$ cat src/dba_pkg.sv
// Package for the block-average depth downsampler.
// Holds widths, register codes, reset values, shared types and the reciprocal table.
// No dependencies.
package dba_pkg;

  localparam int MaxOutW   = 1024;
  localparam int MaxRatio  = 8;

  localparam int DepthW    = 16;
  localparam int RatioW    = 4;
  localparam int WidthW    = 11;
  localparam int ColW      = $clog2(MaxOutW);
  localparam int SubW      = $clog2(MaxRatio);
  localparam int IcW       = $clog2(MaxOutW * MaxRatio);
  localparam int RowLenW   = IcW + 1;
  localparam int SumW      = 23;
  localparam int CntW      = 7;
  localparam int QW        = 23;
  localparam int DivW      = 17;
  localparam int IterW     = $clog2(QW);
  localparam int MmPerM    = 1000;

  localparam int RecipShift = 17;
  localparam int RecipW     = RecipShift + 1;

  localparam int QDepth    = 4;
  localparam int QPtrW     = $clog2(QDepth);
  localparam int QCntW     = QPtrW + 1;

  localparam int CfgIdxW   = 1;
  localparam int CfgDataW  = WidthW;

  localparam logic [CfgIdxW-1:0] CfgIdxRatio = 1'b0;
  localparam logic [CfgIdxW-1:0] CfgIdxWidth = 1'b1;

  localparam logic [RatioW-1:0]  RstRatio  = 4'd1;
  localparam logic [WidthW-1:0]  RstWidth  = 11'd640;
  localparam logic [RowLenW-1:0] RstRowLen = 14'd640;

  typedef struct packed {
    logic [SumW-1:0] sum;
    logic [CntW-1:0] cnt;
  } dba_line_t;

  typedef struct packed {
    logic [SumW-1:0] sum;
    logic [CntW-1:0] cnt;
    logic            row_end;
  } dba_job_t;

  typedef struct packed {
    logic     valid;
    dba_job_t job;
  } dba_push_t;

  typedef enum logic [1:0] {
    RS_IDLE,
    RS_EST,
    RS_FIX
  } dba_rs_e;

  typedef enum logic [1:0] {
    DV_IDLE,
    DV_MUL,
    DV_RUN,
    DV_WAIT
  } dba_div_e;

  // ceil(2^RecipShift / r) for r in 1..8; exact floor(ic / r) for any 13-bit ic
  function automatic logic [RecipW-1:0] recip_f(input logic [RatioW-1:0] r);
    logic [RecipW-1:0] v;
    case (r)
      4'd1:    v = 18'd131072;
      4'd2:    v = 18'd65536;
      4'd3:    v = 18'd43691;
      4'd4:    v = 18'd32768;
      4'd5:    v = 18'd26215;
      4'd6:    v = 18'd21846;
      4'd7:    v = 18'd18725;
      default: v = 18'd16384;
    endcase
    return v;
  endfunction

endpackage

$ cat src/dba_queue.sv
// Short job queue between the accumulating front end and the divider.
// Takes one job per cycle and hands out the oldest; reports its fill level.
// Depends on dba_pkg.
module dba_queue import dba_pkg::*; (
  input  logic             clk_i,
  input  logic             rst_ni,
  input  dba_push_t        push_i,
  input  logic             pop_i,
  output logic             valid_o,
  output dba_job_t         job_o,
  output logic [QCntW-1:0] count_o
);

  dba_job_t         entry_q [QDepth];
  logic [QPtrW-1:0] wr_q, wr_d;
  logic [QPtrW-1:0] rd_q, rd_d;
  logic [QCntW-1:0] cnt_q, cnt_d;
  logic             do_pop;

  assign valid_o = (cnt_q != '0);
  assign job_o   = entry_q[rd_q];
  assign count_o = cnt_q;
  assign do_pop  = pop_i & valid_o;

  always_comb begin
    wr_d  = push_i.valid ? wr_q + QPtrW'(1) : wr_q;
    rd_d  = do_pop ? rd_q + QPtrW'(1) : rd_q;
    cnt_d = cnt_q + QCntW'(push_i.valid) - QCntW'(do_pop);
  end

  always_ff @(posedge clk_i or negedge rst_ni) begin
    if (!rst_ni) begin
      wr_q  <= '0;
      rd_q  <= '0;
      cnt_q <= '0;
    end else begin
      wr_q  <= wr_d;
      rd_q  <= rd_d;
      cnt_q <= cnt_d;
    end
  end

  always_ff @(posedge clk_i) begin
    if (push_i.valid) begin
      entry_q[wr_q] <= push_i.job;
    end
  end

endmodule

$ cat config.mk
export PLATFORM = sky130hd
export DESIGN_NAME = dba_queue
export DESIGN_NICKNAME = d
export VERILOG_FILES = /design/src/dba_pkg.sv /design/src/dba_queue.sv
export SDC_FILE = /design/constraint.sdc
export NUM_CORES = 1
export LEC_CHECK = 0
export BUFFER_PORTS_ARGS = -buffer_cell sky130_fd_sc_hd__buf_2
export CORE_ASPECT_RATIO = 2
export CORE_MARGIN = 8
export CORE_UTILIZATION = 50
export CTS_BUF_LIST = sky130_fd_sc_hd__clkbuf_16
export DETAILED_ROUTE_END_ITERATION = 10
export PLACE_DENSITY_LB_ADDON = 0.08
export SLEW_MARGIN = 20
export SYNTH_ARGS = -nofsm -noshare
export SYNTH_HDL_FRONTEND = slang
export SYNTH_SLANG_ARGS = --single-unit
$ cat constraint.sdc
create_clock -name clk_i -period 2.1 [get_ports clk_i]
set_input_delay 0.21 -clock clk_i [delete_from_list [all_inputs] [get_ports clk_i]]
set_output_delay 0.21 -clock clk_i [all_outputs]
set_load 0.01 [all_outputs]
==> metrics.txt <==
# TYPE chip_impl_metric gauge
chip_impl_metric{name="vdd.ir_drop.worst",unit="mV"} 0.8221
chip_impl_metric{name="leakagePower",unit="nW"} 2.195
chip_impl_metric{name="buffer_ports.inserted",unit=""} 69
chip_impl_info{name="yosys.cell_count.top_type",value="sky130_fd_sc_hd__edfxtp_1"} 1
chip_impl_metric{name="finalCriticalPeriod",unit="ps"} 2002
chip_impl_metric{name="chipWidth",unit="µm"} 86.10
chip_impl_metric{name="postCtsSetupBuffers",unit=""} 0
chip_impl_metric{name="post_synth_instance_area",unit="µm²"} 4913
chip_impl_info{name="outcome",value="finished clean"} 1
chip_impl_info{name="min_path_type",value="input port to flop"} 1
chip_impl_metric{name="maximum_number_of_pins_on_one_net_before_global_route_repair",unit=""} 20
chip_impl_metric{name="grt_antenna_before_repair",unit=""} 0
chip_impl_metric{name="fp.dieArea",unit="µm²"} 13450
chip_impl_info{name="worst_setup_path_end_kind",value="output pin"} 1
chip_impl_metric{name="route.detailed.vias_per_inst",unit=""} 5.180
chip_impl_metric{name="globalRouteOverflowTotal",unit=""} 0
chip_impl_metric{name="dr_total_vias",unit=""} 2274
chip_impl_metric{name="fin_crit_sh",unit="%"} 95.31
chip_impl_metric{name="cts_num_sinks",unit=""} 131
chip_impl_info{name="commonest_cells_in_the_synthesized_netlist",value="124 x sky130_fd_sc_hd__edfxtp_1, 28 x sky130_fd_sc_hd__mux4_2, 7 x sky130_fd_sc_hd__dfrtp_1, 6 x sky130_fd_sc_hd__ha_1, 6 x sky130_fd_sc_hd__inv_1"} 1
chip_impl_metric{name="async_flop_share",unit="%"} 5.344
chip_impl_metric{name="total_wire_length_after_detailed_routing",unit="µm"} 8474
chip_impl_metric{name="power.combinational.fraction",unit="%"} 27.2
chip_impl_metric{name="yosys_reg_bits",unit=""} 131
chip_impl_metric{name="row_count",unit=""} 51
chip_impl_metric{name="post-synth-top-area-fraction",unit="%"} 75.78
chip_impl_metric{name="max_slew_margin",unit="%"} 73.98
chip_impl_metric{name="detail-route-antenna-nets",unit=""} 0
chip_impl_info{name="synthTopCellsByArea",value="sky130_fd_sc_hd__edfxtp_1 76%, sky130_fd_sc_hd__mux4_2 13%, sky130_fd_sc_hd__dfrtp_1 3.6%"} 1
chip_impl_metric{name="maxCapViolations",unit=""} 0
chip_impl_info{name="yosys_most_used_dff",value="sky130_fd_sc_hd__edfxtp_1"} 1
chip_impl_metric{name="hpwlAfterDp",unit="µm"} 5548
chip_impl_metric{name="yosysSeqAreaShare",unit="%"} 79.35
chip_impl_metric{name="drt_iter0_markers",unit=""} 104
chip_impl_metric{name="synth.avg_cell_area",unit="µm²"} 25.07
chip_impl_metric{name="first_global_vias",unit=""} 2576
chip_impl_metric{name="initial_utilization",unit="%"} 50.99
chip_impl_metric{name="worstMarginPinSlew",unit="ps"} 385.3
chip_impl_metric{name="routabilityCongestion",unit=""} 0.6684
chip_impl_metric{name="routed_wire_length_per_instance",unit="µm"} 19.30
chip_impl_metric{name="n_antenna_cell",unit=""} 0
chip_impl_metric{name="share_clk_of_total_power",unit="%"} 32.9
chip_impl_metric{name="final_layout_size_suffix_gt1_share",unit="%"} 48.21
chip_impl_metric{name="clock_transition_at_path_regs",unit="ps"} 60
chip_impl_metric{name="io_pins",unit=""} 70
chip_impl_metric{name="timing.final.max_slew_violations",unit=""} 0
chip_impl_metric{name="totalNegativeSetupSlack",unit="ps"} 0
chip_impl_metric{name="worst_skew_pair.late_latency",unit="ps"} 400
chip_impl_metric{name="crit_required",unit="ps"} 1890
chip_impl_metric{name="switching_share",unit="%"} 27.88
chip_impl_info{name="critPathKind",value="flop to output pin"} 1
chip_impl_metric{name="areaGrowthSynthToFinish",unit="%"} 24.19
chip_impl_metric{name="drc_errors",unit=""} 0
chip_impl_info{name="grt_setup_unrepaired",value="false"} 1
chip_impl_metric{name="groute.usage.overall",unit="%"} 13.85
chip_impl_metric{name="nets",unit=""} 336
chip_impl_metric{name="timing.critical_path.arrival",unit="ps"} 1790
chip_impl_metric{name="layout.core_utilization",unit="%"} 63.33
chip_impl_info{name="worst_setup_path_start_kind",value="flop"} 1
chip_impl_metric{name="die_y",unit="µm"} 156.2
chip_impl_metric{name="ys.warnings.count",unit=""} 0
chip_impl_info{name="tritoncts",value="built"} 1
chip_impl_metric{name="synth.net_count",unit=""} 238
chip_impl_metric{name="seqPwrFrac",unit="%"} 39.9
chip_impl_metric{name="global_route_wire_length_before_repair",unit="µm"} 13350
chip_impl_info{name="netlist.top_cell.by_area",value="sky130_fd_sc_hd__edfxtp_1"} 1
chip_impl_metric{name="postSynthCellCount",unit=""} 196
chip_impl_metric{name="core-area",unit="µm²"} 9635
chip_impl_metric{name="netlist-cell-type-count",unit=""} 18
chip_impl_metric{name="clock-skew-final",unit="ps"} 5.971
chip_impl_metric{name="cts_buffers",unit=""} 17
chip_impl_metric{name="crit_path_max_fanout",unit=""} 14
chip_impl_metric{name="net_switching_power",unit="mW"} 2.505
chip_impl_metric{name="intPower",unit="mW"} 6.479
chip_impl_metric{name="synth-edff-count",unit=""} 124
chip_impl_metric{name="cts-htree-levels",unit=""} 4
chip_impl_metric{name="number_of_failing_setup_endpoints_in_the_final_timing_report",unit=""} 0
chip_impl_metric{name="timing.final.hold_violations",unit=""} 0
chip_impl_metric{name="dr.pass1.iters",unit=""} 4
chip_impl_metric{name="clock_tree.buffer_depth",unit=""} 2
chip_impl_metric{name="power_density",unit="nW/µm²"} 1472
chip_impl_metric{name="achievable-frequency",unit="GHz"} 0.4996
chip_impl_info{name="cts_root_buf",value="sky130_fd_sc_hd__clkbuf_16"} 1
## critical path: stages (launching register included)
cell	delay, ps
sky130_fd_sc_hd__dfrtp_2	370
sky130_fd_sc_hd__buf_4	290
sky130_fd_sc_hd__mux4_2	560
sky130_fd_sc_hd__buf_2	160
## final cells by class
class / instances / area (µm²)
Fill cell: 663 / 3533
Tap cell: 132 / 165.2
Clock inverter: 15 / 185.2
Sequential cell: 131 / 3900
Clock buffer: 17 / 425.4
Multi-Input combinational cell: 52 / 920.9
Timing Repair Buffer: 86 / 483.0
Inverter: 6 / 22.52
## power by group through the flow
stage	Combinational [mW]	Clock [mW]	Sequential, mW
2_1_floorplan	1.68	0	3.62
3_3_place_gp	2.50	0	3.61
3_5_place_dp	2.50	0	3.64
4_1_cts	2.51	3.02	3.59
5_1_grt	2.67	3.11	3.63
6_report	2.44	2.96	3.58
## per-stage QoR
stage	total power [mW]	cell area [µm²]	hold WS, ps	cells	setup WS, ps
floorplan	5.300	4913	-85.59	196	124.9
global placement	6.108	5441	48.91	403	141.0
detailed placement	6.135	5441	54.72	403	75.44
CTS	9.120	6092	3.096	439	37.58
global route	9.416	6102	2.350	439	0.9366
finish	8.983	6102	21.35	439	98.47
## metal layers
layer  vias to the layer above  global-route usage [%]  part of all wire [%]
li1                       1022                       -                     -
met1                      1181                   13.99                    38
met2                        61                   24.18                    55
met3                        10                   5.699                   5.0
met4                         0                   5.808                   1.3
met5                         -                       0                     0
## state kept, by name, indices dropped and copies added, names as in the netlist
register  cells
count_o       3
entry_q     124
rd_q          2
wr_q          2
## worst paths after layout
check	slack (ps)	end	cells past startpoint	startpoint
worst max-delay path	100	job_o[12]	3	rd_q[0]$_DFFE_PN0P_
worst min-delay path	20	entry_q[2][24]$_DFFE_PP_	1	push_i[24]
worst max register to register	110	count_o[2]$_DFF_PN0_	7	count_o[1]$_DFF_PN0_
worst min register to register	550	wr_q[0]$_DFFE_PN0P_	1	wr_q[0]$_DFFE_PN0P_
max in group asynchronous	1780	rd_q[0]$_DFFE_PN0P_	2	rst_ni
min in group asynchronous	160	count_o[0]$_DFF_PN0_	2	rst_ni
## cells by family (layout without fill, tap and decap cells)
| kind of cell | count (synthesis) | after routing | share of synthesized area (%) |
|---|---|---|---|
| xor gates and xnor gates | 5 | 5 | 0.8914 |
| DFF | 131 | 131 | 79.35 |
| AOI/OAI and AO/OA | 3 | 3 | 0.4583 |
| adders and majority gates | 7 | 7 | 1.935 |
| buffers and inverters | 13 | 124 | 2.215 |
| muxes | 31 | 31 | 14.44 |
| and+or+nand+nor | 6 | 6 | 0.7129 |
## cell usage in the layout (no fill, tap or decap), types with 4 or more instances in the layout
cell	instances
sky130_fd_sc_hd__and2_2	4
sky130_fd_sc_hd__buf_2	69
sky130_fd_sc_hd__buf_4	13
sky130_fd_sc_hd__clkbuf_16	17
sky130_fd_sc_hd__clkinv_4	5
sky130_fd_sc_hd__clkinvlp_4	4
sky130_fd_sc_hd__dfrtp_1	6
sky130_fd_sc_hd__dlygate4sd3_1	4
sky130_fd_sc_hd__edfxtp_1	124
sky130_fd_sc_hd__ha_1	6
sky130_fd_sc_hd__inv_1	7
sky130_fd_sc_hd__mux4_2	28
## what timing repair did
item / 4_1_cts / 5_1_grt
gates resized for setup: 0 / 2
endpoints found under the hold margin: 16 / 0
hold buffers: 4 / 0
setup endpoints to repair: 0 / 1
(Power assumes the default switching activity.)
