File: src/dba_pkg.sv
// Package for the block-average depth downsampler.
// Holds widths, register codes, reset values, shared types and the reciprocal table.
// No dependencies.
package dba_pkg;

  localparam int MaxOutW   = 1024;
  localparam int MaxRatio  = 8;

  localparam int DepthW    = 16;
  localparam int RatioW    = 4;
  localparam int WidthW    = 11;
  localparam int ColW      = $clog2(MaxOutW);
  localparam int SubW      = $clog2(MaxRatio);
  localparam int IcW       = $clog2(MaxOutW * MaxRatio);
  localparam int RowLenW   = IcW + 1;
  localparam int SumW      = 23;
  localparam int CntW      = 7;
  localparam int QW        = 23;
  localparam int DivW      = 17;
  localparam int IterW     = $clog2(QW);
  localparam int MmPerM    = 1000;

  localparam int RecipShift = 17;
  localparam int RecipW     = RecipShift + 1;

  localparam int QDepth    = 4;
  localparam int QPtrW     = $clog2(QDepth);
  localparam int QCntW     = QPtrW + 1;

  localparam int CfgIdxW   = 1;
  localparam int CfgDataW  = WidthW;

  localparam logic [CfgIdxW-1:0] CfgIdxRatio = 1'b0;
  localparam logic [CfgIdxW-1:0] CfgIdxWidth = 1'b1;

  localparam logic [RatioW-1:0]  RstRatio  = 4'd1;
  localparam logic [WidthW-1:0]  RstWidth  = 11'd640;
  localparam logic [RowLenW-1:0] RstRowLen = 14'd640;

  typedef struct packed {
    logic [SumW-1:0] sum;
    logic [CntW-1:0] cnt;
  } dba_line_t;

  typedef struct packed {
    logic [SumW-1:0] sum;
    logic [CntW-1:0] cnt;
    logic            row_end;
  } dba_job_t;

  typedef struct packed {
    logic     valid;
    dba_job_t job;
  } dba_push_t;

  typedef enum logic [1:0] {
    RS_IDLE,
    RS_EST,
    RS_FIX
  } dba_rs_e;

  typedef enum logic [1:0] {
    DV_IDLE,
    DV_MUL,
    DV_RUN,
    DV_WAIT
  } dba_div_e;

  // ceil(2^RecipShift / r) for r in 1..8; exact floor(ic / r) for any 13-bit ic
  function automatic logic [RecipW-1:0] recip_f(input logic [RatioW-1:0] r);
    logic [RecipW-1:0] v;
    case (r)
      4'd1:    v = 18'd131072;
      4'd2:    v = 18'd65536;
      4'd3:    v = 18'd43691;
      4'd4:    v = 18'd32768;
      4'd5:    v = 18'd26215;
      4'd6:    v = 18'd21846;
      4'd7:    v = 18'd18725;
      default: v = 18'd16384;
    endcase
    return v;
  endfunction

endpackage

File: src/dba_div.sv
// Back end: turns a block sum and count into metres, unsigned Q7.16, by restoring division.
// One quotient bit per cycle; the result waits in an output register until popped.
// Depends on dba_pkg.
module dba_div import dba_pkg::*; (
  input  logic            clk_i,
  input  logic            rst_ni,
  input  logic            q_valid_i,
  input  dba_job_t        q_job_i,
  output logic            q_pop_o,
  output logic            empty_o,
  input  logic            pop_i,
  output logic [QW-1:0]   depth_m_q16_o,
  output logic            row_end_o
);

  dba_div_e         st_q, st_d;
  dba_job_t         job_q;
  logic [DivW-1:0]  divisor_q;
  logic [DivW-1:0]  rem_q, rem_d;
  logic [QW-1:0]    num_q, num_d;
  logic [IterW-1:0] iter_q;
  logic             zero_q;
  logic             out_valid_q;
  logic [QW-1:0]    out_q;
  logic             out_row_end_q;

  logic             take, start_mul, run_en, load_out, last_iter, out_free;
  logic [DivW:0]    trial, diff;
  logic             qbit;
  logic [DivW+CntW-1:0] div_prod;

  assign last_iter = (iter_q == IterW'(QW - 1));
  assign out_free  = ~out_valid_q | pop_i;

  always_comb begin
    st_d = st_q;
    case (st_q)
      DV_IDLE: if (q_valid_i) st_d = DV_MUL;
      DV_MUL:  st_d = DV_RUN;
      DV_RUN:  if (last_iter) st_d = DV_WAIT;
      DV_WAIT: if (out_free) st_d = DV_IDLE;
      default: st_d = DV_IDLE;
    endcase
  end

  always_comb begin
    take      = 1'b0;
    start_mul = 1'b0;
    run_en    = 1'b0;
    load_out  = 1'b0;
    case (st_q)
      DV_IDLE: take      = q_valid_i;
      DV_MUL:  start_mul = 1'b1;
      DV_RUN:  run_en    = 1'b1;
      DV_WAIT: load_out  = out_free;
      default: take      = 1'b0;
    endcase
  end

  assign q_pop_o = take;

  always_ff @(posedge clk_i or negedge rst_ni) begin
    if (!rst_ni) begin
      st_q <= DV_IDLE;
    end else begin
      st_q <= st_d;
    end
  end

  // Remainder stays below the divisor, so one spare bit covers the trial value
  assign div_prod = (DivW+CntW)'(job_q.cnt) * (DivW+CntW)'(MmPerM);
  assign trial    = {rem_q, num_q[QW-1]};
  assign diff     = trial - {1'b0, divisor_q};
  assign qbit     = ~diff[DivW];

  always_comb begin
    rem_d = qbit ? diff[DivW-1:0] : trial[DivW-1:0];
    num_d = {num_q[QW-2:0], qbit};
  end

  always_ff @(posedge clk_i) begin
    if (take) begin
      job_q <= q_job_i;
    end
    if (start_mul) begin
      divisor_q <= div_prod[DivW-1:0];
      // sum * 65536: the top bits of the sum form the first partial remainder
      rem_q     <= DivW'(job_q.sum[SumW-1:SumW-DepthW]);
      num_q     <= {job_q.sum[SumW-DepthW-1:0], DepthW'(0)};
      zero_q    <= (job_q.cnt == '0);
      iter_q    <= '0;
    end else if (run_en) begin
      rem_q  <= rem_d;
      num_q  <= num_d;
      iter_q <= iter_q + IterW'(1);
    end
    if (load_out) begin
      out_q         <= zero_q ? '0 : num_q;
      out_row_end_q <= job_q.row_end;
    end
  end

  always_ff @(posedge clk_i or negedge rst_ni) begin
    if (!rst_ni) begin
      out_valid_q <= 1'b0;
    end else if (load_out) begin
      out_valid_q <= 1'b1;
    end else if (pop_i) begin
      out_valid_q <= 1'b0;
    end
  end

  assign empty_o       = ~out_valid_q;
  assign depth_m_q16_o = out_q;
  assign row_end_o     = out_row_end_q;

endmodule

File: config.mk
export PLATFORM = sky130hd
export DESIGN_NAME = dba_div
export DESIGN_NICKNAME = d
export VERILOG_FILES = /design/src/dba_pkg.sv /design/src/dba_div.sv
export SDC_FILE = /design/constraint.sdc
export NUM_CORES = 1
export LEC_CHECK = 0
export BUFFER_PORTS_ARGS = -buffer_cell sky130_fd_sc_hd__buf_2
export CELL_PAD_IN_SITES_DETAIL_PLACEMENT = 0
export CELL_PAD_IN_SITES_GLOBAL_PLACEMENT = 1
export CORE_MARGIN = 2
export CORE_UTILIZATION = 40
export DETAILED_ROUTE_END_ITERATION = 7
export GPL_TIMING_DRIVEN = 0
export HOLD_SLACK_MARGIN = 0.06
export PLACE_DENSITY = 0.73
export SLEW_MARGIN = 10
export SYNTH_ARGS = -nofsm -noshare
export SYNTH_HDL_FRONTEND = slang
export SYNTH_SLANG_ARGS = --single-unit
File: constraint.sdc
create_clock -name clk_i -period 4.7 [get_ports clk_i]
set_input_delay 0.705 -clock clk_i [delete_from_list [all_inputs] [get_ports clk_i]]
set_output_delay 0.705 -clock clk_i [all_outputs]
set_load 0.02 [all_outputs]
==> metrics, run 1 <==
cts hold-fix bufs=0; most frequent CP cell=fa_1; asr flop ratio synth=0.0254; postcts setup bufs=0; post-synthesis average cell area=11.8 sq um; Root Buffer=clkbuf_16; Worst Path Required=4.84 ns; Mapped Cells=557; count leader, synth=edfxtp_1; Ports=61; Util after Layout=0.484; vias in the first global route=4464; CP Capture Type=register; port buffer count=60; slowest cell on the critical path=fa_1; wire per inst=15.2 um; gr ovfl total=0; clk slew on worst S/H paths=0.06 ns; commonest cells in the netlist=edfxtp_1 (93), ha_1 (59), inv_1 (52); layout cells sized above 1=0.176; Die Area=0.0174 sq mm; Synth Area in Simple Gates=0.120; final slew viol count=0; worst hold path type=in2async; setup ws final=0.319 ns; CTS H-tree depth=4; crit-path cells=fa_1 > fa_1 > inv_1 > fa_1 > fa_1 > inv_1 > ha_1 > a21oi_1 > o21ai_0 > o41a_1 > mux2i_1 > nand4_1; Starting Density=0.411; clk sink count=118; area grow syn2layout=17.8%; antenna diode count=0; Core Area=around 0.016 sq mm; Top FF cell, synth=edfxtp_1; GRT Util Overall=0.161; RSZ-0062 raised after global routing=false; setup TNS=0 ns; Yosys top cell by area=edfxtp_1; final WL=13.2 mm; Antenna Violating Nets Remaining=0; final setup violation count=0; Slew HR=0.244; adder-cell share of the synthesized area=0.171; xor/xnor share of the synthesized area=0.0241; initial antenna violation count=0; post-synth net total=670; die width=around 130 um; Yosys cell types=64; number of hold violations in the final report=0; Iteration-0 DRC Markers=262; fmax=228 MHz; Placer Congestion=around 0.83; period utilization=0.932; Clock Skew=about 0.0083 ns; register area share after synthesis=0.505; mux share of post-synthesis cell area=0.0312; pre-CTS WS=~0.32 ns; # DRC=0; max incr delay on CP=0.57 ns; via-per-instance ratio=just over 5; Fillers=approximately 1500; clk_lat worst skew=0.42 ns; DP HPWL=a little under 10 mm; cts repair resizes=0; Post-synth EDFFs=slightly above 90; largest family of logic cells by synthesized area=adder cells; DR pass1 iterations=4; Die H=132 um; top-area cell type share of the netlist area=0.427; status=completed; FF+latch count, synth=118; Crit Path Max Fanout=6; first-pass GRT wire length=22.1 mm; num rows=46; CTS tree=yes; Max-cap violations=0; crit path time final=4.38 ns; Vias=4353; Synth area leaders=edfxtp_1 (43%), ha_1 (11%), dfxtp_1 (6.7%); critical path type=reg2reg; crit path DAT=4.52 ns; Mapped Area=0.00655 sq mm; largest net degree at the start of global routing=33; CP startpoint kind=register; Yosys Warn Count=0; compound-gate portion of the synthesized area=0.106; NumNets Final=749; Worst-Margin Slew=1.13 ns; Max clock buf depth=2; CTS Buf Count=17
## worst paths after layout
check                                    from                      end  slack (ns)  cells past startpoint
setup / recovery           job_q[3]$_DFFE_PP_  divisor_q[16]$_DFFE_PP_        0.32                     12
hold / removal                         rst_ni  out_valid_q$_DFFE_PN0P_        0.08                      1
setup reg to reg           job_q[3]$_DFFE_PP_  divisor_q[16]$_DFFE_PP_        0.32                     12
hold reg to reg            job_q[0]$_DFFE_PP_      row_end_o$_DFFE_PP_        0.43                      0
max in group asynchronous              rst_ni      st_q[1]$_DFFE_PN0P_        4.51                      1
min in group clk_i         job_q[0]$_DFFE_PP_      row_end_o$_DFFE_PP_        0.43                      0
## sequential cells by signal, summed over array words and instances (netlist names)
register,count
job_q,31
depth_m_q16_o,23
num_q,23
rem_q,17
divisor_q,14
iter_q,5
st_q,2
out_valid_q,1
row_end_o,1
zero_q,1
## metrics by stage
stage,std cells,area [sq um],hold WS [ns]
after global routing,865,7710,0.0622
after global placement,833,7120,0.401
final,865,7710,0.0756
after CTS,865,7710,0.0644
after detailed placement,833,7120,0.419
after floorplan,557,6550,0.400
## routing by layer
layer | routed length, um | up-vias | global-route usage
li1 | - | 2164 | -
met1 | 6180 | 2082 | 0.209
met2 | 6180 | 86 | 0.258
met3 | 526 | 21 | 0.0431
met4 | 279 | 0 | 0.0586
met5 | 0 | - | 0
## cell usage in the layout, fill, tap and decap left out, drive strengths merged, types with 8 or more instances in the layout
| cell | synthesis | layout |
|---|---|---|
| a31oi | 11 | 11 |
| inv | 52 | 59 |
| nand2 | 25 | 25 |
| nor3 | 9 | 9 |
| xnor2 | 12 | 12 |
| clkbuf | 9 | 26 |
| dfxtp | 22 | 22 |
| o21ai | 28 | 28 |
| fa | 19 | 19 |
| nand3 | 8 | 8 |
| nand2b | 8 | 8 |
| mux2i | 17 | 17 |
| a21oi | 21 | 21 |
| nor2 | 47 | 47 |
| edfxtp | 93 | 93 |
| nand4 | 9 | 9 |
| ha | 59 | 59 |
| buf | 9 | 69 |
| nor2b | 25 | 25 |
## area by class of cell
type | count | area, sq um | area share
multi-input cells | 369 | 2960 | 0.383
flip-flops and latches | 118 | 3310 | 0.429
well taps | 216 | 270 | 0.0351
repair buffers | 60 | 300 | 0.0389
clock buffers | 17 | 425 | 0.0552
clock inverters | 15 | 168 | 0.0217
plain buffers | 18 | 86.3 | 0.0112
inverters | 52 | 195 | 0.0253
## critical path: cells and delay by family (launching register included)
family | cells | cell delay [ns]
adder cells (fa/ha/maj) | 5 | 2.41
AND/OR/NAND/NOR | 1 | 0.12
flip-flops | 1 | 0.52
AO/OA/AOI/OAI | 3 | 0.77
multiplexers | 1 | 0.17
buffers and inverters | 2 | 0.10
## logic make-up (layout without fill, tap and decap cells)
family | Yosys count | after routing
AND/OR/NAND/NOR | 152 | 152
buffers and inverters | 70 | 162
multiplexers | 20 | 20
XOR/XNOR | 18 | 18
AO/OA/AOI/OAI | 101 | 101
flip-flops | 118 | 118
adder cells (fa/ha/maj) | 78 | 78
Power of run 1 is left out: the tool's default activity adds up to more than one toggle a clock period on the data nets, which glitch-free logic cannot reach.
==> run 2, diff against run 1 <==
--- a/config.mk
+++ b/config.mk
@@ -13,7 +13,8 @@
 export DETAILED_ROUTE_END_ITERATION = 7
 export GPL_TIMING_DRIVEN = 0
 export HOLD_SLACK_MARGIN = 0.06
-export PLACE_DENSITY = 0.73
+export PLACE_DENSITY = 0.76
+export REMOVE_ABC_BUFFERS = 1
 export SLEW_MARGIN = 10
 export SYNTH_ARGS = -nofsm -noshare
 export SYNTH_HDL_FRONTEND = slang
==> constraint.sdc (replaced) <==
create_clock -name clk_i -period 3.58 [get_ports clk_i]
set_input_delay 0.537 -clock clk_i [delete_from_list [all_inputs] [get_ports clk_i]]
set_output_delay 0.537 -clock clk_i [all_outputs]
set_load 0.02 [all_outputs]
==> run 2 against run 1 <==
  * Largest cell class unchanged
  * Worst hold slack gained 0.21 ns
  * First-iteration DRC count grew 6.1%
  * Maximum frequency grew 14%
  * Highest routed layer unchanged
  * The flow now finishes with violations (negative setup slack)
  * Final cell count grew 0.46%
  * Clock skew grew 0.0074 ns
  * Count of clock-buffer cells in the layout grew 2
  * Sequential share of layout area shrank 1.1 points
  * Via count grew 0.85%
  * Die area is the same
==> metrics, run 2 (synthesis gave the netlist of run 1 again) <==
antenna diode count=0 (unchanged); Ports=61 (unchanged); reg-to-reg endpoint=divisor_q[15]$_DFFE_PP_; clk slew on worst S/H paths=0.06 ns (about the same); CTS H-tree depth=4 (unchanged); clk_lat worst skew=0.42 ns (about the same); most frequent cells in the layout=edfxtp_1 (93), buf_2 (60), ha_1 (50); number of hold violations in the final report=0 (unchanged); wire per inst=15.5 um (+1.6%); clk sink count=118 (unchanged); RSZ-0062 raised after global routing=true; Area after DPL=0.00708 sq mm (-0.51%); worst reg-to-reg path cell count=13 (+1); largest net degree at the start of global routing=35 (+6.1%); Iteration-0 DRC Markers=278 (+6.1%); pre-CTS WS=-0.696 ns (-1.02 ns); Fillers=1434 (-1.6%); NumNets Final=753 (+0.53%); CP startpoint=job_q[1]$_DFFE_PP_; commonest non-fill, non-tap cell in the layout=edfxtp_1; # DRC=0 (unchanged); Antenna Violating Nets Remaining=0 (unchanged); DP HPWL=9.09 mm (-5.5%); gr ovfl total=0 (unchanged); Die H=132 um (unchanged); critical path type=reg2reg; Core Area=0.0159 sq mm (unchanged); GRT Util Overall=0.163 (+0.00256); setup ws final=-0.278 ns (-0.596 ns); CP startpoint kind=register; Vias=4390 (+0.85%); final WL=13.4 mm (+2.1%); failing checks=negative setup slack; CTS Buf Count=17 (unchanged); Max-cap violations=0 (unchanged); Worst Path Required=3.73 ns (-1.11 ns); Slew HR=0.211 (-0.0331); via-per-instance ratio=5.05 (+0.39%); worst hold path type=in2reg; DR pass1 iterations=5 (+1); crit path DAT=4.01 ns (-0.51 ns); Reg2Reg Setup Slack=-0.28 ns (-0.60 ns); vias in the first global route=4619 (+3.5%); fmax=259 MHz (+14%); final setup violation count=4 (+4); period utilization=1.08 (+0.145); Largest register FFs=31 (unchanged); Placer Congestion=0.813 (-2.3%); num rows=46 (unchanged); Max clock buf depth=2 (unchanged); layout cells sized above 1=0.228 (+0.0525); final slew viol count=0 (unchanged); final instance area=0.00792 sq mm (+2.7%); initial antenna violation count=0 (unchanged); crit path to=divisor_q[15]$_DFFE_PP_; area grow syn2layout=21.0%; CP Capture Type=register; Worst-Margin Slew=1.18 ns (+0.0496 ns); port buffer count=60 (unchanged); die width=132 um (unchanged); RR Startpoint=job_q[1]$_DFFE_PP_; Die Area=0.0174 sq mm (unchanged); Clock Skew=0.0157 ns (+0.00742 ns); CTS tree=yes; Starting Density=0.411 (unchanged); first-pass GRT wire length=22.4 mm (+1.6%); Largest Register=job_q; setup TNS=-0.891 ns (-0.891 ns); Crit Path Max Fanout=2 (-4); crit path time final=3.86 ns (-0.524 ns); status=finished with violations; Root Buffer=clkbuf_16
run 2: cell count changes in the layout (fill, tap and decap cells not counted), sizes merged:
cell	delta
buf	+12
bufinv	-1
clkbuf	-7
clkinv	+3
clkinvlp	+3
dlygate4sd3	+1
inv	-7
run 2: worst max-delay path, stage by stage (launching register included):
cell and delay, ns:
edfxtp_1 0.44, fa_1 0.53, fa_1 0.49, inv_1 0.05
fa_1 0.45, fa_1 0.51, inv_2 0.05, ha_4 0.27
buf_4 0.11, nand2_1 0.06, o211ai_1 0.23, a31o_2 0.20
a21oi_2 0.06, xnor2_2 0.15
run 2: layer usage:
layer / vias to the layer above / track usage / share of wire
li1: 2179 / - / -
met1: 2108 / 0.197 / 0.45
met2: 84 / 0.277 / 0.50
met3: 19 / 0.0450 / 0.031
met4: 0 / 0.0658 / 0.017
met5: - / 0 / 0
run 2: repair_timing:
item / 4_1_cts / 5_1_grt
hold buffers: 1 / 0
gates resized for setup: 22 / 3
hold endpoints to repair: 3 / 0
setup endpoints to repair: 6 / 5
pin swaps: 19 / 3
buffers inserted: 17 / 2
run 2: final cells by class:
cell class	instances	area, sq um	share of cell area
clock buffers	19	433	0.0547
clock inverters	13	110	0.0139
well taps	216	270	0.0341
multi-input cells	369	3090	0.391
repair buffers	82	508	0.0641
flip-flops and latches	118	3310	0.418
inverters	52	195	0.0246
run 2: worst min path at each step:
stage                      from                      end  slack [ns]  cells after the start
finish              q_job_i[22]      job_q[22]$_DFFE_PP_        0.29                      1
detailed placement       rst_ni      st_q[1]$_DFFE_PN0P_        0.34                      1
global placement         rst_ni      st_q[1]$_DFFE_PN0P_        0.34                      1
global route         q_job_i[0]       job_q[0]$_DFFE_PP_        0.27                      1
CTS                  q_job_i[6]       job_q[6]$_DFFE_PP_        0.28                      1
floorplan                rst_ni  out_valid_q$_DFFE_PN0P_        0.24                      0
run 2: through the flow:
step           cells  hold slack, ns  utilization
4_1_cts          867           0.276        0.495
2_1_floorplan    539           0.241            -
5_1_grt          869           0.270        0.497
3_5_place_dp     817           0.342        0.444
3_3_place_gp     815           0.340        0.441
6_report         869           0.290        0.497
Power of run 2 is left out for the same reason.
